### src/rtl/fir32_pkg.sv
`timescale 1ns / 1ps
// Shared types, coefficient table and coefficient scaling for the 32-tap FIR filter.
package fir32_pkg;

   localparam int SAMPLE_W  = 16;
   localparam int BASE_FRAC = 15;
   localparam int NUM_COEFS = 32;
   localparam int SAMPLE_MAX = 32767;
   localparam int SAMPLE_MIN = -32768;

   typedef logic signed [SAMPLE_W-1:0] sample_type;

   // Symmetric taps, quantized to signed Q1.15 (round half away from zero)
   localparam int COEF_Q15 [NUM_COEFS] = '{
        255,  -235,  1917,   521, -1320, -2621, -2270,     5,
       2678,  3412,  1177, -2520, -4648, -3211,   859,  4317,
       4317,   859, -3211, -4648, -2520,  1177,  3412,  2678,
          5, -2270, -2621, -1320,   521,  1917,  -235,   255
   };

   // Tap k of the Q1.15 table; taps past the table are zero
   function automatic int coef_at(input int k);
      int c;
      c = 0;
      if (k < NUM_COEFS) begin
         c = COEF_Q15[k];
      end
      return c;
   endfunction

   // Rescale a Q1.15 value to frac fractional bits; narrowing truncates toward zero
   function automatic int scale_coef(input int c, input int frac);
      int r;
      int sh;
      r  = c;
      sh = 0;
      if (frac >= BASE_FRAC) begin
         sh = frac - BASE_FRAC;
         r  = c <<< sh;
      end else begin
         sh = BASE_FRAC - frac;
         if (c < 0) begin
            r = -((-c) >>> sh);
         end else begin
            r = c >>> sh;
         end
      end
      return r;
   endfunction

endpackage

### src/rtl/fir32_out.sv
`timescale 1ns / 1ps
// Output stage: scale the accumulator down, truncate toward zero, saturate.
module fir32_out
   import fir32_pkg::*;
#(
   parameter int COEF_FRAC_BITS = 15,
   parameter int ACC_W          = 38
) (
   input  logic                    clock,
   input  logic                    load,
   input  logic signed [ACC_W-1:0] acc,
   output sample_type              sample_ff
);

   localparam logic signed [ACC_W:0] BIAS  = (ACC_W+1)'((64'sd1 <<< COEF_FRAC_BITS) - 1);
   localparam logic signed [ACC_W:0] Y_MAX = (ACC_W+1)'(SAMPLE_MAX);
   localparam logic signed [ACC_W:0] Y_MIN = (ACC_W+1)'(SAMPLE_MIN);

   logic signed [ACC_W:0] biased;
   logic signed [ACC_W:0] scaled;
   sample_type            sample_in;

   always_comb begin
      // Add 2^F-1 to negatives so the arithmetic shift rounds toward zero
      biased = (acc < 0) ? ((ACC_W+1)'(acc) + BIAS) : (ACC_W+1)'(acc);
      scaled = biased >>> COEF_FRAC_BITS;
      priority if (scaled > Y_MAX) begin
         sample_in = sample_type'(SAMPLE_MAX);
      end else if (scaled < Y_MIN) begin
         sample_in = sample_type'(SAMPLE_MIN);
      end else begin
         sample_in = scaled[SAMPLE_W-1:0];
      end
   end

   always_ff @(posedge clock) begin
      if (load) begin
         sample_ff <= sample_in;
      end
   end

endmodule

### config.mk
export PLATFORM = sky130hd
export DESIGN_NAME = fir32_out
export DESIGN_NICKNAME = d
export VERILOG_FILES = /design/src/rtl/fir32_pkg.sv /design/src/rtl/fir32_out.sv
export SDC_FILE = /design/constraint.sdc
export NUM_CORES = 1
export LEC_CHECK = 0
export BUFFER_PORTS_ARGS = -buffer_cell sky130_fd_sc_hd__buf_4
export CORE_MARGIN = 2
export CORE_UTILIZATION = 48
export CTS_BUF_LIST = sky130_fd_sc_hd__clkbuf_8
export CTS_CLUSTER_SIZE = 16
export DETAILED_ROUTE_END_ITERATION = 7
export PLACE_DENSITY = 0.82
export SYNTH_ARGS = -nofsm -noshare
export SYNTH_HDL_FRONTEND = slang
export SYNTH_SLANG_ARGS = --single-unit
### constraint.sdc
create_clock -name clock -period 2.62 [get_ports clock]
set_input_delay 0.131 -clock clock [delete_from_list [all_inputs] [get_ports clock]]
set_output_delay 0.131 -clock clock [all_outputs]
set_load 0.02 [all_outputs]
; ---- After elaboration in Yosys (flattened, before gate mapping)
; Cells that the tools add are included.
[classes]
addsub = 1
order_cmp = 3
n_mux = 2
[ops]
columns = op, count
row1 = adder 38 x 16 -> 39 bit (second input constant), 1
row2 = two-way mux 39 bit, 1
row3 = less-than comparator 38 x 1 -> 1 bit (second input constant), 1
row4 = greater-than comparator 24 x 16 -> 1 bit (second input constant), 1
row5 = less-than comparator 24 x 16 -> 1 bit (second input constant), 1
row6 = two-way mux 16 bit, 1
[totals]
reg_bits = 16
output_inout_bits = 16
elab_cells = 7

; ---- Longest topological paths before layout
; Gate-level depths: netlist of run 1.
[depth]
word_depth = 4
ltp_mapped = 8
mapped_depth_nobuf = 6

; ---- Worst setup path before layout of run 1
; Ideal clock, no wire load.
[synth_path]
path_type = input -> register
from = in acc[4]
to = reg sample_ff[7], data pin
arrival_time_ns = 1.732
required_time_ns = 2.360
path_slack_ns = 0.627
cell_stages = 7
n_path_buf = 1
path_cell_list = nor3_1 -> a41oi_4 -> a311oi_2 -> nor3_1 -> o41ai_4 -> buf_6 -> nand3_2
[synth_via]
elab_chain_cells = 4
[synth_lines]
columns = element, line_no
row1 = start: declaration, fir32_out.sv:11  ; input logic signed [ACC_W-1:0] acc,
row2 = adder 38 x 16 -> 39 bit or less-than comparator 38 x 1 -> 1 bit (tied branches), fir32_out.sv:25  ; biased = (acc < 0) ? ((ACC_W+1)'(acc) + BIAS) : (ACC_W+1)'(acc);
row3 = two-way mux 39 bit (*), fir32_out.sv:25
row4 = less-than comparator 24 x 16 -> 1 bit, fir32_out.sv:29  ; end else if (scaled < Y_MIN) begin
row5 = two-way mux 16 bit, fir32_out.sv:29
row6 = end signal: assignment, fir32_out.sv:38  ; sample_ff <= sample_in;
row7 = end: declaration, fir32_out.sv:12  ; output sample_type sample_ff
; Mark *: on every way between the ends. The rest lies on a longest branch, timed or not.
; A chain may end at the register's enable or synchronous reset.

; ---- Worst setup path in the final report of run 1
[layout_path]
from = in acc[4]
to = reg sample_ff[2], data pin
; The elaborated chain is that of the path after synthesis.

==> summary.json, run 1 <==
{
  "dp_worst_setup_slack_ns": 0.178,
  "flop_and_latch_count_out_of_synthesis": 16,
  "global_route_wire_length_before_repair_mm": 4.35,
  "synthesized_area_fraction_occupied_by_ao_oa_aoi_and_oai_cells": 0.191,
  "grt_setup_unrepaired": "false",
  "grt_remaining_overflow": 0,
  "timing.critical_path.to": "sample_ff[2]$_SDFFCE_PN1P_",
  "finalSetupViolCount": 0,
  "finish.net_count": 206,
  "worstHoldPathCells": 3,
  "setup.worst_path.class": "in -> reg",
  "detailed_place.area_um2": 1620,
  "non_filler_instances": 194,
  "die-area_um2": 2880,
  "drc": 0,
  "sink_count_of_the_clock_tree": 16,
  "critical_path.startpoint_type": "input pin",
  "status": "complete, no violations",
  "cp_max_fo": 10,
  "ctsHoldBuffers": 0,
  "detailedPlacementHpwl_mm": 2.32,
  "worst_pin_slew_ns": 0.514,
  "placeableCoreArea_um2": 2410,
  "setup_slack_ns": 0.437,
  "post_synth_xor_area_fraction": 0.118,
  "power.net_switching_mw": 0.185,
  "share_of_total_power_consumed_by_net_switching": 0.269,
  "design_area_um2": 1660,
  "slew_viol_final": 0,
  "seq_area_frac_synth": 0.405,
  "worstSetupEndpointType": "register",
  "routabilityCongestion": 0.906,
  "main_combinational_cell_family_by_area_after_synthesis": "simple AND/OR/NAND/NOR gates",
  "synthesis.area_per_instance_um2": 10.9,
  "wl_per_instance_um": 14.2,
  "place.detailed.instances": 191,
  "diodes": 0,
  "std_cell_rows": 18,
  "io_buffers": 55,
  "hold-worst-slack_ns": 0.241,
  "clock_tree.buffer_depth": 2,
  "number_of_cells_produced_by_synthesis": 109,
  "inserted_clock_buffers": 3,
  "io_pins": 56,
  "timing.slew.headroom": 0.656,
  "synth_simple_gate_area_frac": 0.250,
  "max_freq_mhz": 458,
  "h-tree-depth": 1,
  "largest_register_ff_count": 16,
  "setup.worst_path.start": "acc[4]",
  "irDropWorstVdd_mv": 0.365,
  "largestRegisters": "sample_ff: 16 flops",
  "netlist_area_um2": 1190,
  "power_density_nw_per_um2": 414,
  "seq_power_share": 0.456,
  "max_cap_viol_count": 0,
  "gr-usage-all-layers": 0.214,
  "cts_post_setup_buffers_inserted": 0,
  "yosys_warnings": 0,
  "clockRootBuffer": "sky130_fd_sc_hd__clkbuf_8",
  "route.antenna.remaining_nets": 0,
  "worstHoldPathType": "in -> reg",
  "antenna_found_initial": 0,
  "path_clk_slew_ns": 0.05,
  "critPathRequiredTime_ns": 2.62,
  "largest_net_degree_at_the_start_of_global_routing": 17,
  "min_period_over_period": 0.833,
  "die_h_um": 53.7,
  "start_util": 0.492,
  "flow.area_growth_from_synthesis_pct": 40.1,
  "setup_total_negative_slack_ns": 0,
  "cellLeakagePower_nw": 0.628,
  "width_of_the_chip_um": 53.7,
  "wl_mm": 2.75,
  "vias": 1089,
  "worstPathArrival_ns": 2.19,
  "period_needed_ns": 2.18,
  "ys_types": 30,
  "power.share.clock": 0.259,
  "synthAdderAreaFrac": 0,
  "post_route_cells_drive_above_1_share": 0.470,
  "synth.area.mux_share": 0,
  "grt_pass1_vias": 942,
  "fillCellCount": 169,
  "cts_tree": "yes",
  "post_cts_resize_count": 0,
  "largest_register": "sample_ff",
  "internal_power_of_the_cells_mw": 0.503,
  "syn-num-nets": 149,
  "p_comb_frac": 0.284,
  "vias_per_cell": 5.61,
  "hold_viol_final": 0,
  "firstDrtPassIters": 4,
  "drt_first_iter_violations": 32
}
## cell type report
type / count / area (um^2) / share of cell area
Clock buffer: 3 / 41.3 / 0.0248
Timing Repair Buffer: 57 / 428 / 0.258
Sequential cell: 16 / 480 / 0.289
Inverter: 3 / 11.3 / 0.00678
Multi-Input combinational cell: 85 / 663 / 0.399
Tap cell: 30 / 37.5 / 0.0226
## worst max-delay path: stages
cell	delay, ns
sky130_fd_sc_hd__buf_4	0.11
sky130_fd_sc_hd__nor3_1	0.38
sky130_fd_sc_hd__a41oi_4	0.25
sky130_fd_sc_hd__a311oi_2	0.29
sky130_fd_sc_hd__nor3_1	0.11
sky130_fd_sc_hd__o41ai_4	0.57
sky130_fd_sc_hd__buf_4	0.28
sky130_fd_sc_hd__o21ai_2	0.07
## cell usage after synthesis
master,number,area share
sky130_fd_sc_hd__and4_1,5,0.037
sky130_fd_sc_hd__nor3_1,4,0.017
sky130_fd_sc_hd__o21ai_2,9,0.066
sky130_fd_sc_hd__o21ba_2,1,0.0084
sky130_fd_sc_hd__o2111ai_1,1,0.0074
sky130_fd_sc_hd__nor2_1,3,0.0095
sky130_fd_sc_hd__nand2_1,11,0.035
sky130_fd_sc_hd__o21ai_1,2,0.0084
sky130_fd_sc_hd__inv_1,3,0.0095
sky130_fd_sc_hd__nand3_1,6,0.025
sky130_fd_sc_hd__buf_2,1,0.0042
sky130_fd_sc_hd__and2_1,3,0.016
sky130_fd_sc_hd__a41oi_4,1,0.023
sky130_fd_sc_hd__buf_4,1,0.0063
sky130_fd_sc_hd__o41ai_4,1,0.023
sky130_fd_sc_hd__o41a_1,1,0.0095
sky130_fd_sc_hd__nor4_1,1,0.0053
sky130_fd_sc_hd__buf_6,1,0.0095
sky130_fd_sc_hd__edfxtp_1,16,0.41
sky130_fd_sc_hd__nor4_4,3,0.054
sky130_fd_sc_hd__nand4_1,5,0.026
sky130_fd_sc_hd__nand3_2,1,0.0084
sky130_fd_sc_hd__and3_1,2,0.011
sky130_fd_sc_hd__xor2_1,11,0.081
sky130_fd_sc_hd__o21ai_0,5,0.021
sky130_fd_sc_hd__nor3b_1,1,0.0063
sky130_fd_sc_hd__a31oi_1,2,0.011
sky130_fd_sc_hd__a311oi_2,1,0.013
sky130_fd_sc_hd__clkbuf_1,2,0.0063
sky130_fd_sc_hd__xnor2_1,5,0.037
## cells by family (layout without fill, tap and decap cells)
kind of cell,count (synthesis),after routing
buffers and inverters,8,63
and+or+nand+nor,45,45
xor gates and xnor gates,16,16
AOI/OAI and AO/OA,24,24
DFF,16,16
## cells in the final DEF (no fill, tap or decap), types with 3 or more instances in the layout
| cell type | count |
|---|---|
| sky130_fd_sc_hd__and4_1 | 5 |
| sky130_fd_sc_hd__nor4_4 | 3 |
| sky130_fd_sc_hd__and2_1 | 3 |
| sky130_fd_sc_hd__clkbuf_8 | 3 |
| sky130_fd_sc_hd__o21ai_2 | 9 |
| sky130_fd_sc_hd__nor3_1 | 4 |
| sky130_fd_sc_hd__nand3_1 | 6 |
| sky130_fd_sc_hd__nand4_1 | 5 |
| sky130_fd_sc_hd__buf_4 | 57 |
| sky130_fd_sc_hd__inv_1 | 3 |
| sky130_fd_sc_hd__nand2_1 | 11 |
| sky130_fd_sc_hd__xor2_1 | 11 |
| sky130_fd_sc_hd__xnor2_1 | 5 |
| sky130_fd_sc_hd__nor2_1 | 3 |
| sky130_fd_sc_hd__edfxtp_1 | 16 |
| sky130_fd_sc_hd__o21ai_0 | 5 |
## routing by layer
layer / part of all wire / up-vias / track usage
li1: - / 528 / -
met4: 0.028 / 0 / 0.107
met5: 0 / - / 0
met2: 0.48 / 57 / 0.343
met1: 0.42 / 497 / 0.273
met3: 0.077 / 7 / 0.0444
## stage by stage
stage,utilization,total power [mW]
after detailed placement,0.672,0.515
after floorplan,-,0.405
after CTS,0.690,0.694
after global routing,0.690,0.718
after global placement,0.672,0.508
final,0.690,0.688
## power by group through the flow
stage / registers (mW) / logic [mW] / clock network [mW]
finish: 0.314 / 0.195 / 0.178
global route: 0.316 / 0.210 / 0.192
CTS: 0.315 / 0.196 / 0.183
detailed placement: 0.320 / 0.196 / 0
global placement: 0.318 / 0.190 / 0
floorplan: 0.349 / 0.0563 / 0
## worst min path at each step
stage                                       endpoint    start  slack, ns
after floorplan           sample_ff[0]$_SDFFCE_PN1P_     load       0.24
after global placement    sample_ff[5]$_SDFFCE_PN1P_  acc[20]       0.49
after CTS                 sample_ff[5]$_SDFFCE_PN1P_  acc[20]       0.23
final                     sample_ff[5]$_SDFFCE_PN1P_  acc[20]       0.24
after global routing      sample_ff[5]$_SDFFCE_PN1P_  acc[20]       0.24
after detailed placement  sample_ff[5]$_SDFFCE_PN1P_  acc[20]       0.50
(Power assumes the default switching activity.)
==> run 2, diff against run 1 <==
--- a/config.mk
+++ b/config.mk
@@ -5,13 +5,14 @@
 export SDC_FILE = /design/constraint.sdc
 export NUM_CORES = 1
 export LEC_CHECK = 0
+export ABC_AREA = 1
 export BUFFER_PORTS_ARGS = -buffer_cell sky130_fd_sc_hd__buf_4
 export CORE_MARGIN = 2
-export CORE_UTILIZATION = 48
+export CORE_UTILIZATION = 51
 export CTS_BUF_LIST = sky130_fd_sc_hd__clkbuf_8
 export CTS_CLUSTER_SIZE = 16
 export DETAILED_ROUTE_END_ITERATION = 7
-export PLACE_DENSITY = 0.82
+export PLACE_DENSITY = 0.83
 export SYNTH_ARGS = -nofsm -noshare
 export SYNTH_HDL_FRONTEND = slang
 export SYNTH_SLANG_ARGS = --single-unit
==> constraint.sdc (replaced) <==
create_clock -name clock -period 2.2 [get_ports clock]
set_input_delay 0.11 -clock clock [delete_from_list [all_inputs] [get_ports clock]]
set_output_delay 0.11 -clock clock [all_outputs]
set_load 0.02 [all_outputs]
==> run 2 against run 1 <==
Compared with the run above: sequential power rose by 19%; via count rose by 42%; synthesized cell count rose by 100%; combinational power rose by 29%; sequential cell count did not move; clock power rose by 15%; setup slack improved by 0.042 ns; critical path type unchanged; largest cell class unchanged.
==> summary.json, run 2 <==
{
  "timing.slew.headroom": {"value": 0.714, "change": "+0.0579"},
  "flow.area_growth_from_synthesis_pct": 33.4,
  "bufs_and_invs_on_worst_path": {"value": 1, "change": "-1"},
  "irDropWorstVdd": {"value": 0.496, "unit": "mV", "change": "+36%"},
  "sink_count_of_the_clock_tree": {"value": 16, "change": "unchanged"},
  "cellLeakagePower": {"value": 0.904, "unit": "nW", "change": "+44%"},
  "delay_of_the_slowest_critical_path_stage": {"value": 0.23, "unit": "ns", "change": "-0.34 ns"},
  "synthFlopType": "sky130_fd_sc_hd__edfxtp_1",
  "seq_area_frac_synth": {"value": 0.333, "change": "-0.0723"},
  "synthesis.area_per_instance": {"value": 6.47, "unit": "um^2", "change": "-40%"},
  "timing.critical_path.slowest_stage_cell": "sky130_fd_sc_hd__nand2_2",
  "cpLargestDelayFamily": "simple AND/OR/NAND/NOR gates",
  "layout.cells.most_common": "sky130_fd_sc_hd__nand2_1",
  "status": "complete, no violations",
  "yosysTopAreaCellShare": {"value": 0.333, "change": "-0.0723"},
  "design_area": {"value": 1930, "unit": "um^2", "change": "+16%"},
  "vias_per_cell": {"value": 4.98, "change": "-11%"},
  "synth.area.top_cells": "sky130_fd_sc_hd__edfxtp_1 33%, sky130_fd_sc_hd__nand2_1 21%, sky130_fd_sc_hd__nor2_1 12%",
  "period_needed_ns": 1.72,
  "global_route_wire_length_before_repair": {"value": 5.62, "unit": "mm", "change": "+29%"},
  "firstDrtPassIters": {"value": 4, "change": "unchanged"},
  "io_pins": {"value": 56, "change": "unchanged"},
  "hold-worst-slack": {"value": 0.232, "unit": "ns", "change": "-0.00907 ns"},
  "synth.most_common_cell": "sky130_fd_sc_hd__nand2_1",
  "width_of_the_chip": {"value": 57.2, "unit": "um", "change": "+6.5%"},
  "setup_total_negative_slack": {"value": 0, "unit": "ns", "change": "unchanged"},
  "post_synth_top_area_cell": "sky130_fd_sc_hd__edfxtp_1",
  "placeableCoreArea": {"value": 2730, "unit": "um^2", "change": "+13%"},
  "std_cell_rows": {"value": 19, "change": "+1"},
  "worstPathArrival": {"value": 1.71, "unit": "ns", "change": "-0.48 ns"},
  "grt_setup_unrepaired": "false",
  "number_of_cells_produced_by_synthesis": {"value": 223, "change": "+100%"},
  "drt_first_iter_violations": {"value": 32, "change": "unchanged"},
  "flop_and_latch_count_out_of_synthesis": {"value": 16, "change": "unchanged"},
  "start_util": {"value": 0.528, "change": "+0.0359"},
  "min_to": "sample_ff[15]$_SDFFCE_PN0P_",
  "min_period_over_period": 0.783,
  "route.antenna.remaining_nets": {"value": 0, "change": "unchanged"},
  "largest_net_degree_at_the_start_of_global_routing": {"value": 17, "change": "unchanged"},
  "most_frequent_cells_in_the_layout": "81 x sky130_fd_sc_hd__nand2_1, 56 x sky130_fd_sc_hd__buf_4, 47 x sky130_fd_sc_hd__nor2_1, 18 x sky130_fd_sc_hd__inv_1, 16 x sky130_fd_sc_hd__edfxtp_1",
  "max_cap_viol_count": {"value": 0, "change": "unchanged"},
  "slew_viol_final": {"value": 0, "change": "unchanged"},
  "detailed_place.area": {"value": 1880, "unit": "um^2", "change": "+16%"},
  "routabilityCongestion": {"value": 0.919, "change": "+1.4%"},
  "cts_post_setup_buffers_inserted": {"value": 0, "change": "unchanged"},
  "netlist_area": {"value": 1440, "unit": "um^2", "change": "+22%"},
  "yosys_warnings": {"value": 0, "change": "unchanged"},
  "path_cells": "buf_4, nor2_1, nand2_1, nor2_1, nand2_2, nand3_1, nor2_1, nand2_1, nand2_1, nor2_1, nand4_1, nand2_2, nand2_1",
  "synth_async_sr_flop_share": {"value": 0, "change": "unchanged"},
  "wl_per_instance": {"value": 10.7, "unit": "um", "change": "-25%"},
  "clock_tree.buffer_depth": {"value": 2, "change": "unchanged"},
  "inserted_clock_buffers": {"value": 3, "change": "unchanged"},
  "setup.worst_path.class": "in -> reg",
  "detailedPlacementHpwl": {"value": 2.82, "unit": "mm", "change": "+22%"},
  "h-tree-depth": {"value": 1, "change": "unchanged"},
  "largest_register": "sample_ff",
  "io_buffers": {"value": 55, "change": "unchanged"},
  "ys_types": {"value": 23, "change": "-23%"},
  "post_cts_resize_count": {"value": 0, "change": "unchanged"},
  "fillCellCount": {"value": 259, "change": "+53%"},
  "power_density": {"value": 430, "unit": "nW/um^2", "change": "+3.9%"},
  "post_synth_most_frequent_cells": "81 x sky130_fd_sc_hd__nand2_1, 47 x sky130_fd_sc_hd__nor2_1, 18 x sky130_fd_sc_hd__inv_1",
  "grt_remaining_overflow": {"value": 0, "change": "unchanged"},
  "critical_path.startpoint_type": "input pin",
  "worst_pin_slew": {"value": 0.429, "unit": "ns", "change": "-0.0850 ns"},
  "finalSetupViolCount": {"value": 0, "change": "unchanged"},
  "worstHoldPathCells": {"value": 1, "change": "-2"},
  "die_h": {"value": 57.2, "unit": "um", "change": "+6.5%"},
  "syn-num-nets": {"value": 263, "change": "+77%"},
  "drc": {"value": 0, "change": "unchanged"},
  "largest_register_ff_count": {"value": 16, "change": "unchanged"},
  "hold_viol_final": {"value": 0, "change": "unchanged"},
  "critPathRequiredTime": {"value": 2.18, "unit": "ns", "change": "-0.44 ns"},
  "largestRegisters": "sample_ff: 16 flops",
  "synth_enable_flop_cells": {"value": 16, "change": "unchanged"},
  "gr-usage-all-layers": {"value": 0.216, "change": "+0.00112"},
  "ctsHoldBuffers": {"value": 0, "change": "unchanged"},
  "antenna_found_initial": {"value": 0, "change": "unchanged"},
  "max_freq_mhz": 581,
  "cts_tree": "yes",
  "hold_path_startpoint": "load",
  "post_route_cells_drive_above_1_share": {"value": 0.261, "change": "-0.209"},
  "finish.net_count": {"value": 322, "change": "+56%"},
  "vias": {"value": 1548, "change": "+42%"},
  "cp_max_fo": {"value": 15, "change": "+5"},
  "path_clk_slew": {"value": 0.06, "unit": "ns", "change": "about the same"},
  "die-area": {"value": 3270, "unit": "um^2", "change": "+13%"},
  "clockRootBuffer": "sky130_fd_sc_hd__clkbuf_8",
  "worstHoldPathType": "in -> reg",
  "diodes": {"value": 0, "change": "unchanged"},
  "worstSetupEndpointType": "register",
  "wl": {"value": 3.32, "unit": "mm", "change": "+20%"},
  "dp_worst_setup_slack": {"value": 0.240, "unit": "ns", "change": "+0.0616 ns"},
  "grt_pass1_vias": {"value": 1393, "change": "+48%"},
  "setup_slack": {"value": 0.478, "unit": "ns", "change": "+0.0419 ns"}
}
run 2: cell count changes in the layout (fill, tap and decap cells not counted), moves of 3 or more:
cell,change
sky130_fd_sc_hd__a21oi_1,+5
sky130_fd_sc_hd__and4_1,-5
sky130_fd_sc_hd__inv_1,+15
sky130_fd_sc_hd__nand2_1,+70
sky130_fd_sc_hd__nand2_2,+5
sky130_fd_sc_hd__nand3_1,+4
sky130_fd_sc_hd__nor2_1,+44
sky130_fd_sc_hd__nor4_4,-3
sky130_fd_sc_hd__o21ai_0,-5
sky130_fd_sc_hd__o21ai_2,-9
sky130_fd_sc_hd__xor2_1,-4
run 2: power by group:
group | leakage, nW | internal [mW] | total (mW) | switching [mW]
sequential | 0.158 | 0.366 | 0.373 | 0.00645
clock | 0.0216 | 0.121 | 0.205 | 0.0836
combinational | 0.725 | 0.112 | 0.251 | 0.139
total | 0.904 | 0.599 | 0.828 | 0.229
run 2: per-stage QoR:
step / cells / utilization / total power, mW
3_3_place_gp: 308 / 0.689 / 0.626
2_1_floorplan: 223 / - / 0.501
3_5_place_dp: 308 / 0.689 / 0.629
4_1_cts: 311 / 0.704 / 0.834
5_1_grt: 311 / 0.704 / 0.874
6_report: 311 / 0.704 / 0.828
run 2: cell type report:
cell class / count / area (um^2) / area share
clock buffer: 3 / 41.3 / 0.0214
inverter: 21 / 78.8 / 0.0409
multi-input combinational: 184 / 866 / 0.450
sequential: 16 / 480 / 0.250
tap: 31 / 38.8 / 0.0201
timing repair buffer: 56 / 420 / 0.218
run 2: worst max path at each step:
stage / from / end / slack (ns) / depth (start not counted)
floorplan: acc[13] / sample_ff[0]$_SDFFCE_PN1P_ / 0.60 / 13
global placement: acc[18] / sample_ff[2]$_SDFFCE_PN1P_ / 0.32 / 10
detailed placement: acc[13] / sample_ff[13]$_SDFFCE_PN1P_ / 0.24 / 13
CTS: acc[13] / sample_ff[4]$_SDFFCE_PN1P_ / 0.50 / 13
global route: acc[13] / sample_ff[13]$_SDFFCE_PN1P_ / 0.28 / 13
finish: acc[13] / sample_ff[13]$_SDFFCE_PN1P_ / 0.48 / 13
run 2: logic make-up after synthesis:
group                     synth area share
DFF                                  0.333
AOI/OAI and AO/OA                   0.0243
and+or+nand+nor                      0.503
buffers and inverters               0.0676
xor gates and xnor gates            0.0728
run 2: per-layer routing:
| layer | global-route usage | wire [um] | vias to the layer above | part of all wire |
|---|---|---|---|---|
| li1 | - | - | 823 | - |
| met1 | 0.279 | 1450 | 671 | 0.44 |
| met2 | 0.383 | 1670 | 52 | 0.50 |
| met3 | 0.00907 | 183 | 2 | 0.055 |
| met4 | 0.0797 | 14 | 0 | 0.0042 |
| met5 | 0 | 0 | - | 0 |
